## config.mk

```make
export PLATFORM = sky130hd
export DESIGN_NAME = gregorian_day_difference
export DESIGN_NICKNAME = d
export VERILOG_FILES = /design/src/hdl/gdd_pkg.sv /design/src/hdl/gdd_lane.sv /design/src/hdl/gdd_merge.sv /design/src/hdl/gregorian_day_difference.sv
export VERILOG_INCLUDE_DIRS = /design/src /design/src/hdl
export SDC_FILE = /design/constraint.sdc
export NUM_CORES = 2
export LEC_CHECK = 0
export ABC_AREA = 1
export ABC_CLOCK_PERIOD_IN_PS = 9750
export BUFFER_PORTS_ARGS = -buffer_cell sky130_fd_sc_hd__buf_2
export CAP_MARGIN = 20
export CORE_UTILIZATION = 45
export CTS_BUF_LIST = sky130_fd_sc_hd__clkbuf_4
export DETAILED_ROUTE_END_ITERATION = 12
export GPL_TIMING_DRIVEN = 0
export PLACE_DENSITY = 0.61
export SLEW_MARGIN = 20
export SYNTH_ARGS = -nofsm -noshare
export SYNTH_HDL_FRONTEND = slang
export SYNTH_SLANG_ARGS = --single-unit
export TNS_END_PERCENT = 100
```

## constraint.sdc

```tcl
create_clock -name clock -period 9.75 [get_ports clock]
set_input_delay 1.95 -clock clock [delete_from_list [all_inputs] [get_ports clock]]
set_output_delay 1.95 -clock clock [all_outputs]
set_load 0.05 [all_outputs]
```

## src/hdl/gregorian_day_difference_defines.svh

```systemverilog
// ---------------------------------------------------------------------------
// Gregorian day difference assertion macros
// Shared assertion macros for the day difference block.
// ---------------------------------------------------------------------------
`ifndef GREGORIAN_DAY_DIFFERENCE_DEFINES_SVH
`define GREGORIAN_DAY_DIFFERENCE_DEFINES_SVH
`ifndef NO_ASSERTIONS
// The consequent must hold in the same cycle as the antecedent.
`define GDD_ASSERT_SAME(label, clk, rst, ante, cons) \
   label: assert property (@(posedge clk) disable iff (rst) (ante) |-> (cons)) \
      else $error("assertion failed");
// The consequent must hold in the cycle after the antecedent.
`define GDD_ASSERT_NEXT(label, clk, rst, ante, cons) \
   label: assert property (@(posedge clk) disable iff (rst) (ante) |=> (cons)) \
      else $error("assertion failed");
`else
`define GDD_ASSERT_SAME(label, clk, rst, ante, cons)
`define GDD_ASSERT_NEXT(label, clk, rst, ante, cons)
`endif
`endif

```

## src/hdl/gdd_pkg.sv

```systemverilog
// ---------------------------------------------------------------------------
// Gregorian day difference package
// Widths, tables and shared types for the day difference block.
// ---------------------------------------------------------------------------
`timescale 1ns / 1ps

package gdd_pkg;

   localparam int YEAR_W  = 14;
   localparam int MONTH_W = 4;
   localparam int DAY_W   = 5;
   localparam int YS_W    = 15;  // shifted year, year + 400 fits
   localparam int DOY_W   = 9;   // day of the March-based year
   localparam int DN_W    = 23;  // day number
   localparam int CNT_W   = 22;  // result count
   localparam int PROD_W  = 26;  // reciprocal product
   localparam int Q_W     = 9;   // quotient by 25

   // Reciprocal of 25 scaled by 2^17, exact for operands below 43690.
   localparam logic [12:0] RECIP25    = 13'd5243;
   localparam int          RECIP_SH   = 17;
   localparam logic [14:0] YEAR_SHIFT = 15'd400;
   localparam logic [DN_W-1:0] DAYS_PER_YEAR = 23'd365;

   localparam logic [MONTH_W-1:0] MONTH_FEB = 4'd2;
   localparam logic [MONTH_W-1:0] MONTH_DEC = 4'd12;

   // Stage enables handed from the top level to each lane.
   typedef struct packed {
      logic s1;
      logic s2;
   } gdd_lane_en_type;

   // What one lane found for one date.
   typedef struct packed {
      logic [DN_W-1:0] day_num;
      logic            ok;
   } gdd_day_type;

   // Days before the month in a year that starts in March.
   function automatic logic [DOY_W-1:0] days_before(input logic [MONTH_W-1:0] m);
      logic [DOY_W-1:0] r;
      case (m)
         4'd1:    r = 9'd306;
         4'd2:    r = 9'd337;
         4'd3:    r = 9'd0;
         4'd4:    r = 9'd31;
         4'd5:    r = 9'd61;
         4'd6:    r = 9'd92;
         4'd7:    r = 9'd122;
         4'd8:    r = 9'd153;
         4'd9:    r = 9'd184;
         4'd10:   r = 9'd214;
         4'd11:   r = 9'd245;
         4'd12:   r = 9'd275;
         default: r = 9'd0;
      endcase
      return r;
   endfunction

   // Length of the month in a common year.
   function automatic logic [DAY_W-1:0] month_len(input logic [MONTH_W-1:0] m);
      logic [DAY_W-1:0] r;
      case (m)
         4'd2:                   r = 5'd28;
         4'd4, 4'd6, 4'd9, 4'd11: r = 5'd30;
         default:                r = 5'd31;
      endcase
      return r;
   endfunction

endpackage

```

## src/hdl/gdd_lane.sv

```systemverilog
// ---------------------------------------------------------------------------
// Gregorian day difference date lane
// Turns one date into a day number and a validity flag in two stages.
// ---------------------------------------------------------------------------
`timescale 1ns / 1ps

module gdd_lane (
   input  logic                          clock,
   input  gdd_pkg::gdd_lane_en_type      en,
   input  logic [gdd_pkg::YEAR_W-1:0]    year,
   input  logic [gdd_pkg::MONTH_W-1:0]   month,
   input  logic [gdd_pkg::DAY_W-1:0]     day,
   output gdd_pkg::gdd_day_type          result
);

   // Stage one: shifted year, day of year and both reciprocal products.
   logic [gdd_pkg::YS_W-1:0]    ys_in, ys_ff;
   logic [gdd_pkg::DOY_W-1:0]   doy_in, doy_ff;
   logic [gdd_pkg::PROD_W-1:0]  pys_in, pys_ff;
   logic [gdd_pkg::PROD_W-1:0]  py_in, py_ff;
   logic [gdd_pkg::YEAR_W-1:0]  year_ff;
   logic [gdd_pkg::MONTH_W-1:0] month_ff;
   logic [gdd_pkg::DAY_W-1:0]   day_ff;

   always_comb begin
      ys_in  = {1'b0, year} + gdd_pkg::YEAR_SHIFT
               - {14'd0, (month <= gdd_pkg::MONTH_FEB)};
      doy_in = gdd_pkg::days_before(month) + {4'd0, day} - 9'd1;
      pys_in = {13'd0, ys_in[gdd_pkg::YS_W-1:2]} * {13'd0, gdd_pkg::RECIP25};
      py_in  = {14'd0, year[gdd_pkg::YEAR_W-1:2]} * {13'd0, gdd_pkg::RECIP25};
   end

   always_ff @(posedge clock) begin
      if (en.s1) begin
         ys_ff    <= ys_in;
         doy_ff   <= doy_in;
         pys_ff   <= pys_in;
         py_ff    <= py_in;
         year_ff  <= year;
         month_ff <= month;
         day_ff   <= day;
      end
   end

   // Stage two: day number and the check of the date against its month.
   logic [gdd_pkg::Q_W-1:0]  q100, q400, qy;
   logic [12:0]              qy25;
   logic                     leap;
   logic [gdd_pkg::DAY_W-1:0] len;
   gdd_pkg::gdd_day_type     res_in, res_ff;

   always_comb begin
      q100 = pys_ff[gdd_pkg::RECIP_SH +: gdd_pkg::Q_W];
      q400 = q100 >> 2;
      qy   = py_ff[gdd_pkg::RECIP_SH +: gdd_pkg::Q_W];
      qy25 = {4'd0, qy} * 13'd25;
      // Divisible by 4, and either not by 100 or also by 400.
      leap = (year_ff[1:0] == 2'd0)
             && ((qy25 != {1'b0, year_ff[gdd_pkg::YEAR_W-1:2]}) || (qy[1:0] == 2'd0));
      len  = gdd_pkg::month_len(month_ff);
      if (month_ff == gdd_pkg::MONTH_FEB && leap) begin
         len = 5'd29;
      end
      res_in.ok = (month_ff != 4'd0) && (month_ff <= gdd_pkg::MONTH_DEC)
                  && (day_ff != 5'd0) && (day_ff <= len);
      res_in.day_num = {8'd0, ys_ff} * gdd_pkg::DAYS_PER_YEAR
                       + {10'd0, ys_ff[gdd_pkg::YS_W-1:2]}
                       - {14'd0, q100} + {14'd0, q400}
                       + {14'd0, doy_ff};
   end

   always_ff @(posedge clock) begin
      if (en.s2) begin
         res_ff <= res_in;
      end
   end

   assign result = res_ff;

endmodule

```

## src/hdl/gdd_merge.sv

```systemverilog
// ---------------------------------------------------------------------------
// Gregorian day difference merge stage
// Combines the two lanes into an absolute, saturated day count.
// ---------------------------------------------------------------------------
`timescale 1ns / 1ps

module gdd_merge (
   input  logic                        clock,
   input  logic                        en,
   input  gdd_pkg::gdd_day_type        first,
   input  gdd_pkg::gdd_day_type        second,
   output logic [gdd_pkg::CNT_W-1:0]   day_count,
   output logic                        invalid_date
);

   logic [gdd_pkg::DN_W-1:0]  diff;
   logic [gdd_pkg::CNT_W-1:0] count_in, count_ff;
   logic                      invalid_in, invalid_ff;

   // Absolute difference, clipped to the count width; zero on a bad date.
   always_comb begin
      if (first.day_num >= second.day_num) begin
         diff = first.day_num - second.day_num;
      end else begin
         diff = second.day_num - first.day_num;
      end
      invalid_in = !(first.ok && second.ok);
      if (invalid_in) begin
         count_in = '0;
      end else if (diff[gdd_pkg::DN_W-1]) begin
         count_in = '1;
      end else begin
         count_in = diff[gdd_pkg::CNT_W-1:0];
      end
   end

   always_ff @(posedge clock) begin
      if (en) begin
         count_ff   <= count_in;
         invalid_ff <= invalid_in;
      end
   end

   assign day_count    = count_ff;
   assign invalid_date = invalid_ff;

endmodule

```

## src/hdl/gregorian_day_difference.sv

```systemverilog
// ---------------------------------------------------------------------------
// Gregorian day difference
// Absolute number of days between two proleptic Gregorian dates.
// ---------------------------------------------------------------------------
// An item on the req_ channel carries two dates; the rsp_ channel returns one
// item per request with the day count and an invalid flag. A date with a bad
// month, a zero day or a day past the end of its month gives an invalid flag
// and a count of zero. Counts above the 22-bit range saturate.
// Two date lanes run side by side, each two stages deep (reciprocal products,
// then the day number), and a merge stage forms the absolute difference.
// An accepted item passes through the v1_ff, v2_ff and v3_ff stages in order
// and rsp_valid is v3_ff. Throughput is one item per cycle while rsp_ready is
// high, as every stage hands its item on in the same cycle it takes a new one.
// Each stage holds its item while the one after it is full and stalled, so
// req_ready drops only when all three stages hold items and rsp_ready is low.
// Reset clears the stage valid bits; no result is pending after reset.
// ---------------------------------------------------------------------------
`timescale 1ns / 1ps
`include "gregorian_day_difference_defines.svh"

module gregorian_day_difference (
   input  logic                          clock,
   input  logic                          reset,
   input  logic                          req_valid,
   output logic                          req_ready,
   input  logic [gdd_pkg::YEAR_W-1:0]    req_first_year,
   input  logic [gdd_pkg::MONTH_W-1:0]   req_first_month,
   input  logic [gdd_pkg::DAY_W-1:0]     req_first_day,
   input  logic [gdd_pkg::YEAR_W-1:0]    req_second_year,
   input  logic [gdd_pkg::MONTH_W-1:0]   req_second_month,
   input  logic [gdd_pkg::DAY_W-1:0]     req_second_day,
   output logic                          rsp_valid,
   input  logic                          rsp_ready,
   output logic [gdd_pkg::CNT_W-1:0]     rsp_day_count,
   output logic                          rsp_invalid_date
);

   logic v1_ff, v2_ff, v3_ff;
   logic ready1, ready2, ready3;
   gdd_pkg::gdd_lane_en_type lane_en;
   gdd_pkg::gdd_day_type     first_res, second_res;

   // A stage takes a new item when it is empty or its item moves on.
   assign ready3 = !v3_ff || rsp_ready;
   assign ready2 = !v2_ff || ready3;
   assign ready1 = !v1_ff || ready2;
   assign lane_en = '{s1: ready1, s2: ready2};

   always_ff @(posedge clock) begin
      if (reset) begin
         v1_ff <= 1'b0;
         v2_ff <= 1'b0;
         v3_ff <= 1'b0;
      end else begin
         if (ready1) begin
            v1_ff <= req_valid;
         end
         if (ready2) begin
            v2_ff <= v1_ff;
         end
         if (ready3) begin
            v3_ff <= v2_ff;
         end
      end
   end

   // One lane for each date.
   gdd_lane u_lane_first (
      .clock  (clock),
      .en     (lane_en),
      .year   (req_first_year),
      .month  (req_first_month),
      .day    (req_first_day),
      .result (first_res)
   );

   gdd_lane u_lane_second (
      .clock  (clock),
      .en     (lane_en),
      .year   (req_second_year),
      .month  (req_second_month),
      .day    (req_second_day),
      .result (second_res)
   );

   gdd_merge u_merge (
      .clock        (clock),
      .en           (ready3),
      .first        (first_res),
      .second       (second_res),
      .day_count    (rsp_day_count),
      .invalid_date (rsp_invalid_date)
   );

   assign req_ready = ready1;
   assign rsp_valid = v3_ff;

   // An invalid result always carries a zero count.
   `GDD_ASSERT_SAME(a_invalid_zero, clock, reset, v3_ff && rsp_invalid_date, rsp_day_count == '0)
   // Reset leaves no result pending.
   `GDD_ASSERT_NEXT(a_reset_empty, clock, 1'b0, reset, !v3_ff && !v2_ff && !v1_ff)
   // An accepted item always lands in the first stage.
   `GDD_ASSERT_NEXT(a_accept_stage1, clock, reset, req_valid && req_ready, v1_ff)
   // A stalled result is not overwritten by the stage behind it.
   `GDD_ASSERT_NEXT(a_stall_holds, clock, reset, v3_ff && !rsp_ready && v2_ff, v3_ff && v2_ff)

endmodule
```

After elaboration in Yosys (flattened, before gate mapping)
Memories as Yosys holds them, arrays and structs flattened.
Index checks and enable logic that the tools add are counted.

word-level totals
  register bits = 270
  ROM bits = 288
  logic and storage cells = 106
  memories = 2

memory list
  name              words  bits a word  rd ports  clocked after Yosys merged registers in  write ports  RTL line       text
  (name not given)  16     9            1         0                                        0            gdd_pkg.sv:43  case (m)
  (name not given)  16     9            1         0                                        0            gdd_pkg.sv:43

operators by class
  add/subtract/negate cells = 18
  $mul = 8
  order comparisons = 7
  eq/ne operators = 12
  muxes and demuxes = 6
  reductions and logical operators = 30

operator list
  kind                                                                    number
  13-bit by 13-bit multiplier with 26-bit output (second input constant)  2
  12-bit by 13-bit multiplier with 25-bit output (second input constant)  2
  23-bit by 13-bit adder with 23-bit output                               2
  23-bit by 7-bit adder with 23-bit output                                2
  23-bit by 9-bit adder with 23-bit output                                2
  15-bit by 9-bit multiplier with 23-bit output (second input constant)   2
  23-bit subtractor                                                       2
  23-bit by 9-bit subtractor with 23-bit output                           2
  14-bit by 9-bit adder with 15-bit output (second input constant)        2
  15-bit by 1-bit subtractor with 15-bit output                           2
  8-bit by 5-bit multiplier with 13-bit output (second input constant)    2
  13-bit by 12-bit != test with 1-bit output                              2
  23-bit greater-or-equal comparator                                      1
  23-bit two-way mux                                                      1
  22-bit two-way mux                                                      1
  9-bit by 5-bit adder with 9-bit output                                  2
  9-bit by 1-bit subtractor with 9-bit output (second input constant)     2
  4-bit by 3-bit == test with 1-bit output (second input constant)        4
  4-bit == test (second input constant)                                   4
  1-bit logical AND                                                       11
  5-bit <= comparator                                                     2
  5-bit nonzero test                                                      2
  4-bit by 2-bit == test with 1-bit output (second input constant)        2
  4-bit by 2-bit <= comparator with 1-bit output (second input constant)  2
  other kinds (8)                                                         23

Logic depth before layout (Yosys ltp)
  word-level depth = 8
  depth in mapped cells = 42
  mapped depth without buffers = 42

Modules after synthesis
A second synthesis with hierarchy kept.

unflattened totals
  cells, all modules = 4056
  area, all modules = 35287.6 µm²

modules (own cells, without submodules)
  module                    instances  cells each  area an instance (µm²)  sequential area each (µm²)
  gdd_lane (u_lane_second)  1          1629        15366.0                 2642.5
  gdd_lane (u_lane_first)   1          1620        15298.4                 2642.5
  gdd_merge                 1          794         4511.8                  690.7
  gregorian_day_difference  1          13          111.4                   60.1

Worst setup path before layout
No wires, ideal clock.

  kind = input -> register
  start point = input req_second_month[0] (netlist bit)
  end point = register u_lane_second.pys_ff[23] (netlist bit), data pin
  data arrival time = 7813 ps
  path slack = 1684 ps
  stages on the path = 36
  path buffers = 0
  cell sequence = inv_1 ha_1 inv_1 a21oi_1 ha_1 inv_1 ha_1 inv_1 fa_1 inv_1 a31oi_1 o21ai_0 nand2_1 nand3_1 xor2_1 inv_1 fa_1 inv_1 ha_1 inv_1 fa_1 inv_1 fa_1 inv_1 fa_1 inv_1 ha_1 nand2_1 nor4_1 o21ai_0 nand2_1 a21oi_1 o21ai_0 nand2_1 inv_1 nor2_1

on the way
  cells in the longest elaborated chain, start to end = 3

ends and longest elaborated chain
  item                                            RTL line                        text
  start: declaration                              gregorian_day_difference.sv:30  input logic [gdd_pkg::MONTH_W-1:0] req_second_month,
  4-bit by 2-bit <= comparator with 1-bit output  gdd_lane.sv:27                  - {14'd0, (month <= gdd_pkg::MONTH_FEB)};
  15-bit by 1-bit subtractor with 15-bit output   gdd_lane.sv:27
  net u_lane_second.ys_in, one bit                gdd_lane.sv:17                  logic [gdd_pkg::YS_W-1:0] ys_in, ys_ff;
  13-bit by 13-bit multiplier with 26-bit output  gdd_lane.sv:29                  pys_in = {13'd0, ys_in[gdd_pkg::YS_W-1:2]} * {13'd0, gdd_pkg::RECIP25};
  net u_lane_second.pys_in, one bit               gdd_lane.sv:19                  logic [gdd_pkg::PROD_W-1:0] pys_in, pys_ff;
  end signal: assignment                          gdd_lane.sv:37                  pys_ff <= pys_in;
  end: declaration                                gdd_lane.sv:19

The timed path passes the listed nets, and every way through them passes these cells.
A chain may end at the register's enable or synchronous reset.

Worst setup path in the final report
  start point = input req_second_month[0] (netlist bit)
  end point = register u_lane_second.pys_ff[25] (netlist bit), data pin

Same word-level chain as after synthesis.

==> flow_summary.yaml <==
grt:
  use_met2_pct: 34.5
  grtUsageTotal_pct: 20.3
  grt_pass1_wl_um: 127000
  grtUsageMet1_pct: 27.1
  grt_max_degree: 58
  antenna_found_initial: 19
  busiest_layer: "met2"
  grt_pass1_vias: 25544
  overflow: 0
  met3_usage_pct: 3.00
setup_path:
  cp-start-kind: "input port"
  cpPeakStageDelay_ns: 0.61
  critPathMostFrequentCell: "inv_1"
  crit_cells: 34
  reg2reg_depth: 18
  worst-path-max-fanout: 6
  crit_buf_inv: 9
  slowest_stage: "fa_1"
  required_ns: 10.25
  end_kind: "register"
  crit_type: "input port to register"
  crit_family: "adder cells"
  arrival_ns: 9.05
timing:
  slew_headroom_pct: 34.4
  hold_ws_ns: 0.449
  finalSetupTns_ns: 0
  fin_crit_ns: 8.55
  finalHoldViolations: 0
  finClkSkew_ns: 0.0294
  setup-violations-final: 0
  worst_pin_slew_ns: 0.977
  rsz0062_at_grt: "no"
  fmax_mhz: 117
  slew_viol_final: 0
  finalCritPeriodShare_pct: 87.6
placed_design:
  post-dp-hpwl_um: 66600
  placed_cell_area_mm2: 0.0361
  finalWeightedCongestion: 0.953
  port_buffers: 74
clock_tree:
  cts-root-buf: "clkbuf_4"
  hold_buffers: 0
  cts.sinks: 202
  cts_made_buffers: 56
  cts_htree_levels: 2
  clockBufferDepth: 3
  postCtsSetupBuffers: 0
  cts_tree: "built"
  cts.clk_slew.worst_paths_ns: 0.07
  clk_latency_ns: 0.77
  ctsResizeCount: 0
drt:
  drc_errors: 0
  vias_per_cell: 4.88
  postRouteAntennaNets: 0
  wl_per_cell_um: 15.0
  drtIter0Drc: 1045
  drtPass1Iterations: 5
  finalWirelength_um: 75200
  route.vias.total: 24506
floorplanning:
  initial_utilization_pct: 45.4
  dieArea_mm2: 0.0776
  placementRows: 101
  die_w_um: 279
  fp.coreArea_mm2: 0.0758
  ios: 75
  die_h_um: 279
synthesis:
  synth_enable_flop_cells: 199
  yosys-top-cells-area: "ha_1, fa_1, edfxtp_1"
  synth_warnings: 0
  yosysTopAreaCell: "ha_1"
  syn_inst: 3858
  async_flop_share_pct: 0
  yosysTopAreaCellShare_pct: 24.9
  synth_seq_cells: 202
  syn_nets: 5000
  syn_area_mm2: 0.0344
  synth.avg_cell_area_um2: 8.92
  synthFlopType: "edfxtp_1"
  ys_seq_area_share_pct: 17.5
  synth_cell_types: 49
cells_and_area:
  utilization_pct: 48.5
  syn_to_final_growth_pct: 6.87
  drive_above_1_share_pct: 5.21
  final_common_cell: "inv_1"
  layout_common_cells: "inv_1, ha_1, nand2_1"
  stdcell_area_mm2: 0.0368
  n_fill_cell: 7352
  fin_nets: 5135
flow_run:
  maxCapViolations: 0
worst_hold_path:
  whs_path_depth: 2
  hold_class: "register to register"
run_status:
  status: "finished clean"
worst min-delay path, cell delays in order (launching register included):
cell and delay [ns]:
dfxtp_1 0.30, inv_1 0.06, a21oi_1 0.06
Yosys cell counts (2+ instances only):
cell,number
inv_1,1001
ha_1,686
nand2_1,515
fa_1,406
a21oi_1,223
nor2_1,214
edfxtp_1,199
o21ai_0,112
xor2_1,110
nand3_1,97
xnor2_1,50
nand4_1,39
nor3_1,31
a21o_1,22
o21bai_1,12
buf_2,11
nor4_1,11
o21a_1,11
a211oi_1,9
buf_4,9
a31oi_1,7
nand2_2,7
o31ai_1,7
a21boi_0,5
o2111ai_1,5
o211ai_1,5
o21ai_1,5
or2_2,5
inv_2,4
o22ai_1,4
and2_1,3
and3_1,3
dfxtp_1,3
nor2_2,3
nor3b_1,3
a2111oi_0,2
a21oi_2,2
a221oi_1,2
buf_6,2
clkbuf_1,2
nand3b_1,2
o21ai_2,2
kinds of logic (layout without fill, tap and decap cells):
group                      Yosys count  count (layout)  synth area share [%]
DFF                                202             202                  17.5
buffers and inverters             1029            1205                  11.4
and+or+nand+nor                    936             936                  11.3
other                                0               5                     0
AOI/OAI and AO/OA                  438             438                  7.10
adders and majority gates         1092            1092                  48.5
xor gates and xnor gates           161             161                  4.14
final cells by class:
type,count,area (um2),area share (%)
clock buffers,77,578,1.57
clock inverters,22,91.3,0.248
multi-input cells,2627,24500,66.5
well taps,978,1220,3.33
plain buffers,24,153,0.415
flip-flops and latches,202,6040,16.4
diodes,5,12.5,0.0340
repair buffers,77,445,1.21
inverters,1005,3770,10.3
state kept, by name, indices dropped and copies added (netlist names), 10 cells and up:
| name | cells |
|---|---|
| u_lane_first.result | 24 |
| u_lane_second.result | 24 |
| u_merge.day_count | 22 |
| u_lane_first.year_ff | 14 |
| u_lane_first.ys_ff | 14 |
| u_lane_second.year_ff | 14 |
| u_lane_second.ys_ff | 14 |
| u_lane_first.pys_ff | 10 |
| u_lane_second.pys_ff | 10 |
final timing paths:
| path | start | endpoint | slack [ns] |
|---|---|---|---|
| worst max-delay path | req_second_month[0] | u_lane_second.pys_ff[25] | 1.20 |
| worst min-delay path | v2_ff | rsp_valid | 0.45 |
| worst max register to register | u_lane_first.ys_ff[6] | u_lane_first.result[22] | 4.62 |
| worst min register to register | v2_ff | rsp_valid | 0.45 |
metrics by stage:
stage | std cells | setup WS [ns]
after detailed placement | 4913 | 0.347
after floorplan | 3858 | 1.68
final | 5017 | 1.20
after CTS | 5012 | 1.19
after global routing | 5014 | 0.600
after global placement | 4910 | 0.0408
layer usage:
metal  share of wire (%)  wire [um]  vias to the layer above
met3                 4.2       3170                      120
li1                    -          -                    12488
met2                  46      35000                      332
met5                0.20        151                        -
met1                  47      35300                    11540
met4                 2.2       1660                       26
Power is not shown: default switching activity piles up to over one toggle a cycle in this logic, so the estimate is an artifact.
